===== src/hdl/present80_block_encrypt_top_assert.svh =====
// Assertion macros for the PRESENT-80 encryption pipeline.
`ifndef PRESENT80_BLOCK_ENCRYPT_TOP_ASSERT_SVH
`define PRESENT80_BLOCK_ENCRYPT_TOP_ASSERT_SVH

// Same-cycle implication, checked outside reset.
`define PRES80_ASSERT_SAME(label, clk, rst_n, ante, cons) \
    label: assert property (@(posedge clk) disable iff (!rst_n) (ante) |-> (cons)) \
        else $error("same-cycle check failed");

// Next-cycle implication, checked outside reset.
`define PRES80_ASSERT_NEXT(label, clk, rst_n, ante, cons) \
    label: assert property (@(posedge clk) disable iff (!rst_n) (ante) |=> (cons)) \
        else $error("next-cycle check failed");

`endif


===== src/hdl/pres80_pkg.sv =====
// Package: PRESENT-80 constants, S-box and permutation functions.
package pres80_pkg;

    localparam int ROUNDS  = 31;
    localparam int BLK_W   = 64;
    localparam int KEY_W   = 80;
    localparam int KHI_W   = 64;
    localparam int KLO_W   = 16;
    localparam int RCNT_W  = 5;

    typedef logic [BLK_W-1:0] t_block;
    typedef logic [KEY_W-1:0] t_key;
    typedef logic [RCNT_W-1:0] t_rcnt;

    // configuration register indexes
    typedef enum logic {
        CFG_KEY_UPPER = 1'b0,
        CFG_KEY_LOWER = 1'b1
    } t_cfg_idx;

    function automatic logic [3:0] sbox(input logic [3:0] x);
        logic [3:0] y;
        unique case (x)
            4'h0: y = 4'hC;
            4'h1: y = 4'h5;
            4'h2: y = 4'h6;
            4'h3: y = 4'hB;
            4'h4: y = 4'h9;
            4'h5: y = 4'h0;
            4'h6: y = 4'hA;
            4'h7: y = 4'hD;
            4'h8: y = 4'h3;
            4'h9: y = 4'hE;
            4'hA: y = 4'hF;
            4'hB: y = 4'h8;
            4'hC: y = 4'h4;
            4'hD: y = 4'h7;
            4'hE: y = 4'h1;
            4'hF: y = 4'h2;
            default: y = 4'h0;
        endcase
        return y;
    endfunction

    function automatic t_block sub_layer(input t_block s);
        t_block r;
        for (int n = 0; n < BLK_W / 4; n++) begin
            r[4*n +: 4] = sbox(s[4*n +: 4]);
        end
        return r;
    endfunction

    // bit i moves to 16*(i mod 4) + i/4; bit 63 stays
    function automatic t_block perm_layer(input t_block s);
        t_block r;
        for (int i = 0; i < BLK_W; i++) begin
            r[(i == BLK_W - 1) ? (BLK_W - 1) : ((i * 16) % (BLK_W - 1))] = s[i];
        end
        return r;
    endfunction

endpackage


===== src/hdl/pres80_round_cell.sv =====
// One PRESENT-80 round cell: round function plus key schedule step, registered.
module pres80_round_cell (
    input  logic                 i_clk,
    input  logic                 i_rst_n,
    input  logic                 i_adv,
    input  pres80_pkg::t_rcnt    i_round,
    input  logic                 i_valid,
    input  pres80_pkg::t_block   i_state,
    input  pres80_pkg::t_key     i_key,
    output logic                 o_valid,
    output pres80_pkg::t_block   o_state,
    output pres80_pkg::t_key     o_key
);
    import pres80_pkg::*;

    logic   r_valid;
    t_block r_state, n_state;
    t_key   r_key, n_key;
    t_key   w_rot;

    always_comb begin
        n_state = perm_layer(sub_layer(i_state ^ i_key[KEY_W-1 -: KHI_W]));
        // rotate left by 61, S-box top nibble, round count into bits 19..15
        w_rot = {i_key[18:0], i_key[KEY_W-1:19]};
        n_key = w_rot;
        n_key[KEY_W-1 -: 4] = sbox(w_rot[KEY_W-1 -: 4]);
        n_key[19:15] = w_rot[19:15] ^ i_round;
    end

    always_ff @(posedge i_clk) begin
        if (!i_rst_n) begin
            r_valid <= 1'b0;
        end else if (i_adv) begin
            r_valid <= i_valid;
        end
    end

    always_ff @(posedge i_clk) begin
        if (i_adv) begin
            r_state <= n_state;
            r_key   <= n_key;
        end
    end

    assign o_valid = r_valid;
    assign o_state = r_state;
    assign o_key   = r_key;

endmodule


===== config.mk =====
export PLATFORM = sky130hd
export DESIGN_NAME = pres80_round_cell
export DESIGN_NICKNAME = d
export VERILOG_FILES = /design/src/hdl/present80_block_encrypt_top_assert.svh /design/src/hdl/pres80_pkg.sv /design/src/hdl/pres80_round_cell.sv
export SDC_FILE = /design/constraint.sdc
export NUM_CORES = 1
export LEC_CHECK = 0
export BUFFER_PORTS_ARGS = -buffer_cell sky130_fd_sc_hd__buf_4
export CAP_MARGIN = 20
export CORE_MARGIN = 4
export CORE_UTILIZATION = 40
export DETAILED_ROUTE_END_ITERATION = 7
export PLACE_DENSITY = 0.65
export SYNTH_ARGS = -nofsm -noshare
export SYNTH_HDL_FRONTEND = slang
export SYNTH_SLANG_ARGS = --single-unit

===== constraint.sdc =====
create_clock -name i_clk -period 4.45 [get_ports i_clk]
set_input_delay 0.445 -clock i_clk [delete_from_list [all_inputs] [get_ports i_clk]]
set_output_delay 0.445 -clock i_clk [all_outputs]
set_load 0.01 [all_outputs]

==> results.cfg, run 1 <==
[floorplan]
die_w_um = 146.6
fp.dieArea_sq_um = 21480
boundaryPins = 298
coreArea_sq_um = 18770
std_cell_rows = 50
start_util_pct = 40.93
fp.dieH_um = 146.6

[cells_and_area]
final_common_cell = buf_4
antenna_cells = 0
area_growth_pct = 39.75
final_cell_mix = buf_4 (296), edfxtp_1 (144), inv_1 (65), ha_1 (53), mux2i_1 (48)
layout-drive-gt1-share_pct = 45.18
fill_cells = 1531
final_cell_count_no_fill = 1053
final_nets = 1014

[setup_path]
path_cells = buf_4, xnor2_1, inv_1, ha_1, mux4_1
crit_family = multiplexers
start_kind = input port
required_ns = 4.60
crit_fanout = 4
ff2ff_setup_slack_ns = 3.86
critPathKind = input port to flip-flop
path_buf_inv = 2
crit_path_end_kind = flip-flop
worst_ep_arrival_time_ns = 1.93
ff2ff_path_depth = 2
r2r_end = o_valid
r2r_start = o_valid
worst_path_largest_cell_delay_ns = 0.47
slowest_stage = mux4_1

[yosys]
synth.distinct_cells = 29
synth_top_area_share_pct = 56.30
synth.yosys.warnings = 0
synth-compound-area-share_pct = 5.164
synth_area_per_cell_sq_um = 15.58
yosys.area.top_type = edfxtp_1
synth_fp_nets = 699
seq_area_frac_synth_pct = 56.56
synth_area_leaders = edfxtp_1 (56%), ha_1 (8.6%), mux2i_1 (6.3%)
synth_top_family_by_area = multiplexers
synthSimpleGateAreaFrac_pct = 1.433
synth_fa_ha_area_share_pct = 8.633
synth_xor_area_share_pct = 12.36
netlist_instances = 493
ys_seq_elements = 145
muxShareOfSynthArea_pct = 12.46
syn_area_sq_um = 7681

[power_and_ir_drop]
switchingPower_w = 0.001102
cellLeakagePower_nw = 4.682
power.density_nw_per_um2 = 382.4
p_clk_share_pct = 31.6
pwr-share-comb_pct = 25.3
p_int_w = 0.003002
p_seq_share_pct = 43.0
switching_share_pct = 26.85
ir_drop_mv = 0.2456

[global_route]
overflow = 0
grt_start_max_net_pins = 78
grt_pass1_vias = 5549
antenna_found_initial = 0
grt.total_usage_pct = 16.73
grt_pass1_wl_mm = 28.43

[sta]
setup_ws_ns = 2.670
rsz0062_at_grt = false
finalSetupTns_ns = 0
slew_headroom_pct = 54.43
slew_viol_final = 0
max_freq_ghz = 0.5619
tightest_slew_ns = 0.6787
hold_violations = 0
fin_crit_ns = 1.780
min_period_over_period_pct = 39.99
finalSetupViolCount = 0
hold-worst-slack_ns = 0.2002
fin_skew_ns = 0

[drt]
ant_nets = 0
totalWireLength_mm = 18.09
wl_per_cell_um = 17.18
drc = 0
drt-initial-drc-count = 178
first_pass_iters = 4
via_count = 5159
viasPerCell = 4.899

[clock_network]
cts_htree_levels = 4
root_buffer = clkbuf_16
clkTransAtPathRegs_ns = 0.06
cts_sinks = 145
clockBufferDepth = 2
cts_buffers = 17
cts_setup_buffers = 0
cts_tree = yes
cts_resized = 0
clock_latency_ns = 0.41
postCtsHoldBufs = 0

[hold_path]
hold_path_depth = 1
worstHoldPathType = input port to flip-flop
min_from = i_key[12]
whs_endpoint = o_key[73]

[place]
gp_congestion = 0.7863
dp_hpwl_mm = 14.30
io_buffers = 297
place_ws_ns = 2.282
dp.cells = 1023

[flow_run]
drv_cap = 0

[outcome]
outcome = complete, no violations
## state kept, by name, summed over array words and instances (netlist names)
| signal | count |
|---|---|
| o_key | 80 |
| o_state | 64 |
| o_valid | 1 |
## cells in the mapped netlist
cell type and n:
edfxtp_1 144, mux4_1 10, nor3b_1 1, mux2_2 1, mux4_2 9, xor2_4 1
nand3_1 15, xnor2_1 43, dfxtp_1 1, xnor2_2 5, buf_6 1, o21ai_0 18
o211ai_1 14, nand2_1 3, xor2_2 15, a311oi_1 1, buf_2 1, inv_1 65
o21a_1 2, mux2i_1 48, nor2b_1 1, o221a_1 1, nor2_1 1, and3_1 1
xor2_1 22, xnor2_4 1, o221a_2 14, ha_1 53, o32ai_1 1
## power groups by stage
stage               registers [W]  clock network, W  logic (W)
floorplan                 0.00188                 0   0.000432
global placement          0.00179                 0    0.00101
detailed placement        0.00180                 0    0.00105
CTS                       0.00177           0.00134    0.00106
global route              0.00178           0.00139    0.00114
finish                    0.00177           0.00130    0.00104
## stage by stage
stage          total power, W  instance area (sq um)  utilization (%)
2_1_floorplan        0.002311                   7681                -
3_3_place_gp         0.002800                  10210            54.41
3_5_place_dp         0.002848                  10210            54.41
4_1_cts              0.004168                  10730            57.19
5_1_grt              0.004318                  10730            57.19
6_report             0.004104                  10730            57.19
## logic make-up (layout without fill, tap and decap cells)
logic type	after synthesis	count (layout)
adders and majority gates	53	53
muxes	68	68
xor gates and xnor gates	87	87
and+or+nand+nor	22	22
DFF	145	145
buffers and inverters	67	393
AOI/OAI and AO/OA	51	51
## worst max path at each step
stage | from | endpoint | slack [ns] | depth (start not counted)
after floorplan | i_key[17] | o_state[32] | 2.54 | 5
after global routing | i_key[65] | o_state[44] | 2.60 | 5
after detailed placement | i_key[65] | o_state[44] | 2.28 | 5
final | i_key[65] | o_state[44] | 2.67 | 5
after CTS | i_key[65] | o_state[44] | 2.73 | 5
after global placement | i_key[65] | o_state[44] | 2.35 | 5
## layer usage
metal	wire length (um)	share of wire [%]	GRT usage, %
met5	0	0	0
met4	219	1.2	4.892
met3	1760	9.7	7.076
met2	9057	50	28.69
met1	7055	39	19.15
## area by class of cell
class	count	area, sq um	area share, %
clock buffers	17	425.4	3.963
clock inverters	13	97.59	0.9092
inverters	65	244.0	2.273
multi-input cells	281	3077	28.66
flip-flops and latches	145	4344	40.47
well taps	234	292.8	2.728
repair buffers	298	2253	20.99
Note: power is estimated with default switching activity, not from simulation.
==> inputs of run 2 (changes only) <==
- PLACE_DENSITY: 0.65 -> 0.67
- clock period: 4.45 -> 1.5 ns (I/O delays scaled with it)
==> results.cfg, run 2 (synthesized netlist as in run 1, its figures left out) <==
[hold_path]
min_from = i_round[1]
whs_endpoint = o_key[16]
worstHoldPathType = input port to flip-flop
hold_path_depth = 2

[global_route]
grt.total_usage_pct = 18.67
overflow = 0
grt_pass1_vias = 6468
grt_start_max_net_pins = 31
grt_pass1_wl_mm = 32.13
antenna_found_initial = 0

[floorplan]
boundaryPins = 298
fp.dieH_um = 146.6
coreArea_sq_um = 18770
fp.dieArea_sq_um = 21480
die_w_um = 146.6
start_util_pct = 40.93
std_cell_rows = 50

[setup_path]
crit_fanout = 2
worst_ep_arrival_time_ns = 1.61
crit_path_end_kind = flip-flop
r2r_end = o_valid
required_ns = 1.64
ff2ff_setup_slack_ns = 0.34
ff2ff_path_depth = 3
start_kind = input port
r2r_start = o_valid
critPathKind = input port to flip-flop

[power_and_ir_drop]
power.density_nw_per_um2 = 1064
cellLeakagePower_nw = 5.472
ir_drop_mv = 0.7363
finalPower_w = 0.01307

[drt]
ant_nets = 0
first_pass_iters = 4
totalWireLength_mm = 20.12
wl_per_cell_um = 16.54
viasPerCell = 4.771
drt-initial-drc-count = 199
drc = 0
via_count = 5801

[cells_and_area]
antenna_cells = 0
area_growth_pct = 59.88
layout-drive-gt1-share_pct = 47.35
final_common_cell = buf_4
final_cell_mix = buf_4 (385), edfxtp_1 (144), dlygate4sd3_1 (72), inv_1 (65), ha_1 (53)
final_cell_count_no_fill = 1216
final_area_sq_um = 12280
final_nets = 1177
largest_reg_flops = 80

[place]
placed_cell_area_sq_um = 10940
gp_congestion = 0.7883
dp.cells = 1114
dp_hpwl_mm = 15.64
io_buffers = 297

[clock_network]
cts_htree_levels = 4
clockBufferDepth = 2
clock_latency_ns = 0.41
cts_setup_buffers = 0
root_buffer = clkbuf_16
clkTransAtPathRegs_ns = 0.06
cts_buffers = 17
cts_sinks = 145
cts_tree = yes

[sta]
max_freq_ghz = 0.6760
tightest_slew_ns = 0.4086
slew_viol_final = 0
rsz0062_at_grt = false
hold_violations = 0
finalSetupViolCount = 0
fin_crit_ns = 1.479
slew_headroom_pct = 72.67
fin_skew_ns = 0
min_period_over_period_pct = 98.62

[outcome]
outcome = complete, no violations

[flow_run]
drv_cap = 0
[run 2: cell count changes in the layout (fill, tap and decap cells not counted), moves of 2 or more]
cell	delta
xor2_2	-4
bufinv_16	+2
xor2_4	+4
dlygate4sd3_1	+72
buf_4	+89
buf_12	+2
clkinv_1	-3
[run 2: metrics by stage]
| step | hold WS, ns | worst slack [ns] | setup TNS [ns] | util, % |
|---|---|---|---|---|
| after floorplan | 0.2489 | 0.003170 | 0 | - |
| after global placement | 0.3288 | -0.2011 | -2.182 | 58.28 |
| after detailed placement | 0.3296 | -0.2919 | -3.366 | 58.28 |
| after CTS | 0.008409 | 0.01580 | 0 | 65.17 |
| after global routing | 0.01758 | 0.00005229 | 0 | 65.43 |
| final | 0.03715 | 0.02063 | 0 | 65.43 |
[run 2: routing by layer]
layer  GRT usage (%)  up-vias  part of all wire [%]
met3           6.487       22                   8.4
met4           5.080        0                   1.3
li1                -     2786                     -
met2           35.36      220                    54
met5               0        -                     0
met1           19.55     2773                    37
[run 2: area by class of cell]
cell class	instances	area, sq um
multi-input cells	281	3144
fillers	1365	6487
repair buffers	461	3682
flip-flops and latches	145	4344
clock inverters	12	143.9
well taps	234	292.8
clock buffers	18	429.2
inverters	65	244.0
[run 2: worst max path at each step]
| stage | slack (ns) | from | depth (start not counted) | end |
|---|---|---|---|---|
| global placement | -0.20 | i_key[65] | 5 | o_state[44] |
| detailed placement | -0.29 | i_key[65] | 5 | o_state[44] |
| CTS | 0.02 | i_key[67] | 4 | o_state[44] |
| finish | 0.02 | i_key[55] | 4 | o_state[41] |
| global route | 0.00005 | i_key[67] | 4 | o_state[44] |
| floorplan | 0.003 | i_key[17] | 5 | o_state[32] |
[run 2: critical path, stage by stage]
cell,delay [ns]
dlygate4sd3_1,0.54
buf_4,0.15
xor2_2,0.18
mux4_1,0.59
[run 2: where the power goes]
part / leakage, nW / switching (W) / internal (W) / total [W]
Sequential: 1.42 / 0.000149 / 0.00509 / 0.00524
Combinational: 3.77 / 0.00164 / 0.00201 / 0.00365
Clock: 0.283 / 0.00160 / 0.00258 / 0.00417
[run 2: repair_timing]
item                                    in CTS  in global routing
hold endpoints to repair                    71                  0
hold buffers                                72                  0
gates resized for setup                      0                  5
endpoints found under the setup margin       0                  5
==> inputs of run 3 (changes only) <==
- PLACE_DENSITY: 0.67 -> 0.7
==> results.cfg, run 3 (synthesized netlist as in run 1, its figures left out) <==
[outcome]
outcome = complete, no violations

[clock_network]
cts_resized = 0
cts_sinks = 145
cts_setup_buffers = 0
cts_tree = yes
cts_buffers = 17
cts_htree_levels = 4
postCtsHoldBufs = 72
clockBufferDepth = 2
root_buffer = clkbuf_16
clock_latency_ns = 0.41
clkTransAtPathRegs_ns = 0.06

[sta]
max_freq_ghz = 0.6773
tightest_slew_ns = 0.4032
hold_violations = 0
rsz0062_at_grt = false
hold-worst-slack_ns = 0.02476
fin_crit_ns = 1.477
slew_viol_final = 0
slew_headroom_pct = 73.12
min_period_over_period_pct = 98.44
finalSetupViolCount = 0
setup_ws_ns = 0.02344
fin_skew_ns = 0

[setup_path]
critPathKind = input port to flip-flop
ff2ff_setup_slack_ns = 0.32
required_ns = 1.65
ff2ff_path_depth = 3
worst_ep_arrival_time_ns = 1.63
crit_path_end_kind = flip-flop
start_kind = input port
r2r_end = o_valid
r2r_start = o_valid
crit_fanout = 2

[global_route]
grt.total_usage_pct = 18.87
grt_pass1_vias = 6426
use_met1_pct = 19.45
antenna_found_initial = 0
grt_use_met3_pct = 6.766
grt_pass1_wl_mm = 32.40
grt_start_max_net_pins = 39
grt_use_met2_pct = 35.10
overflow = 0
busiest_layer = met2

[cells_and_area]
final_cell_count_no_fill = 1219
final_common_cell = buf_4
final_cell_mix = buf_4 (386), edfxtp_1 (144), dlygate4sd3_1 (73), inv_1 (65), ha_1 (53)
largest_reg_flops = 80
final_nets = 1178
fill_cells = 1420
layout-drive-gt1-share_pct = 47.21
utilization_pct = 64.89
antenna_cells = 0
area_growth_pct = 58.54

[floorplan]
start_util_pct = 40.93
coreArea_sq_um = 18770
std_cell_rows = 50
boundaryPins = 298
fp.dieArea_sq_um = 21480
die_w_um = 146.6
fp.dieH_um = 146.6

[hold_path]
whs_endpoint = o_key[18]
min_from = i_round[3]
worstHoldPathType = input port to flip-flop
hold_path_depth = 2

[drt]
viasPerCell = 4.796
drt-initial-drc-count = 188
first_pass_iters = 6
totalWireLength_mm = 20.16
drc = 0
wl_per_cell_um = 16.54
ant_nets = 0
via_count = 5846

[place]
dp.cells = 1114
dp_hpwl_mm = 15.59
place_ws_ns = -0.2549
gp_congestion = 0.7990
io_buffers = 297

[power_and_ir_drop]
cellLeakagePower_nw = 5.431
power.density_nw_per_um2 = 1040
ir_drop_mv = 0.7563

[flow_run]
drv_cap = 0
-- run 3: cell count changes in the layout (fill, tap and decap cells not counted), sizes merged --
cell / before / now
inv: 65 / 67
bufinv: 3 / 0
dlygate4sd3: 72 / 73
clkinvlp: 1 / 4
clkinv: 8 / 7
clkbuf: 18 / 19
-- run 3: area by class of cell --
cell class / instances / area, sq um / share of cell area (%)
flip-flops and latches: 145 / 4344 / 35.67
repair buffers: 462 / 3680 / 30.22
multi-input cells: 281 / 3095 / 25.42
clock buffers: 19 / 432.9 / 3.555
well taps: 234 / 292.8 / 2.404
inverters: 65 / 244.0 / 2.003
clock inverters: 13 / 88.84 / 0.7295
-- run 3: critical path, cell delays in order --
cell           delay [ns]
dlygate4sd3_1        0.55
buf_4                0.15
xor2_2               0.20
mux4_1               0.58
-- run 3: worst max path at each step --
| stage | start | to | slack [ns] | cells after the start |
|---|---|---|---|---|
| after global routing | i_key[51] | o_state[40] | 0.002 | 4 |
| final | i_key[51] | o_state[40] | 0.02 | 4 |
| after global placement | i_key[53] | o_state[41] | -0.22 | 5 |
| after floorplan | i_key[17] | o_state[32] | 0.003 | 5 |
| after detailed placement | i_key[25] | o_state[34] | -0.25 | 5 |
| after CTS | i_key[55] | o_state[41] | 0.05 | 4 |
-- run 3: metal layers --
metal / wire length, um / vias up
li1: - / 2796
met1: 7168 / 2811
met2: 11080 / 211
met3: 1485 / 28
met4: 428 / 0
met5: 0 / -
-- run 3: per-stage QoR --
| stage | setup TNS [ns] | area, sq um | total power, W |
|---|---|---|---|
| after floorplan | 0 | 7702 | 0.006863 |
| after global placement | -1.985 | 10930 | 0.008637 |
| after detailed placement | -2.911 | 10930 | 0.008811 |
| after CTS | 0 | 12170 | 0.01281 |
| after global routing | 0 | 12180 | 0.01330 |
| final | 0 | 12180 | 0.01266 |
-- run 3: power by group --
part           internal, W  switching, W
registers          0.00509      0.000143
logic              0.00200       0.00163
clock network      0.00211       0.00169
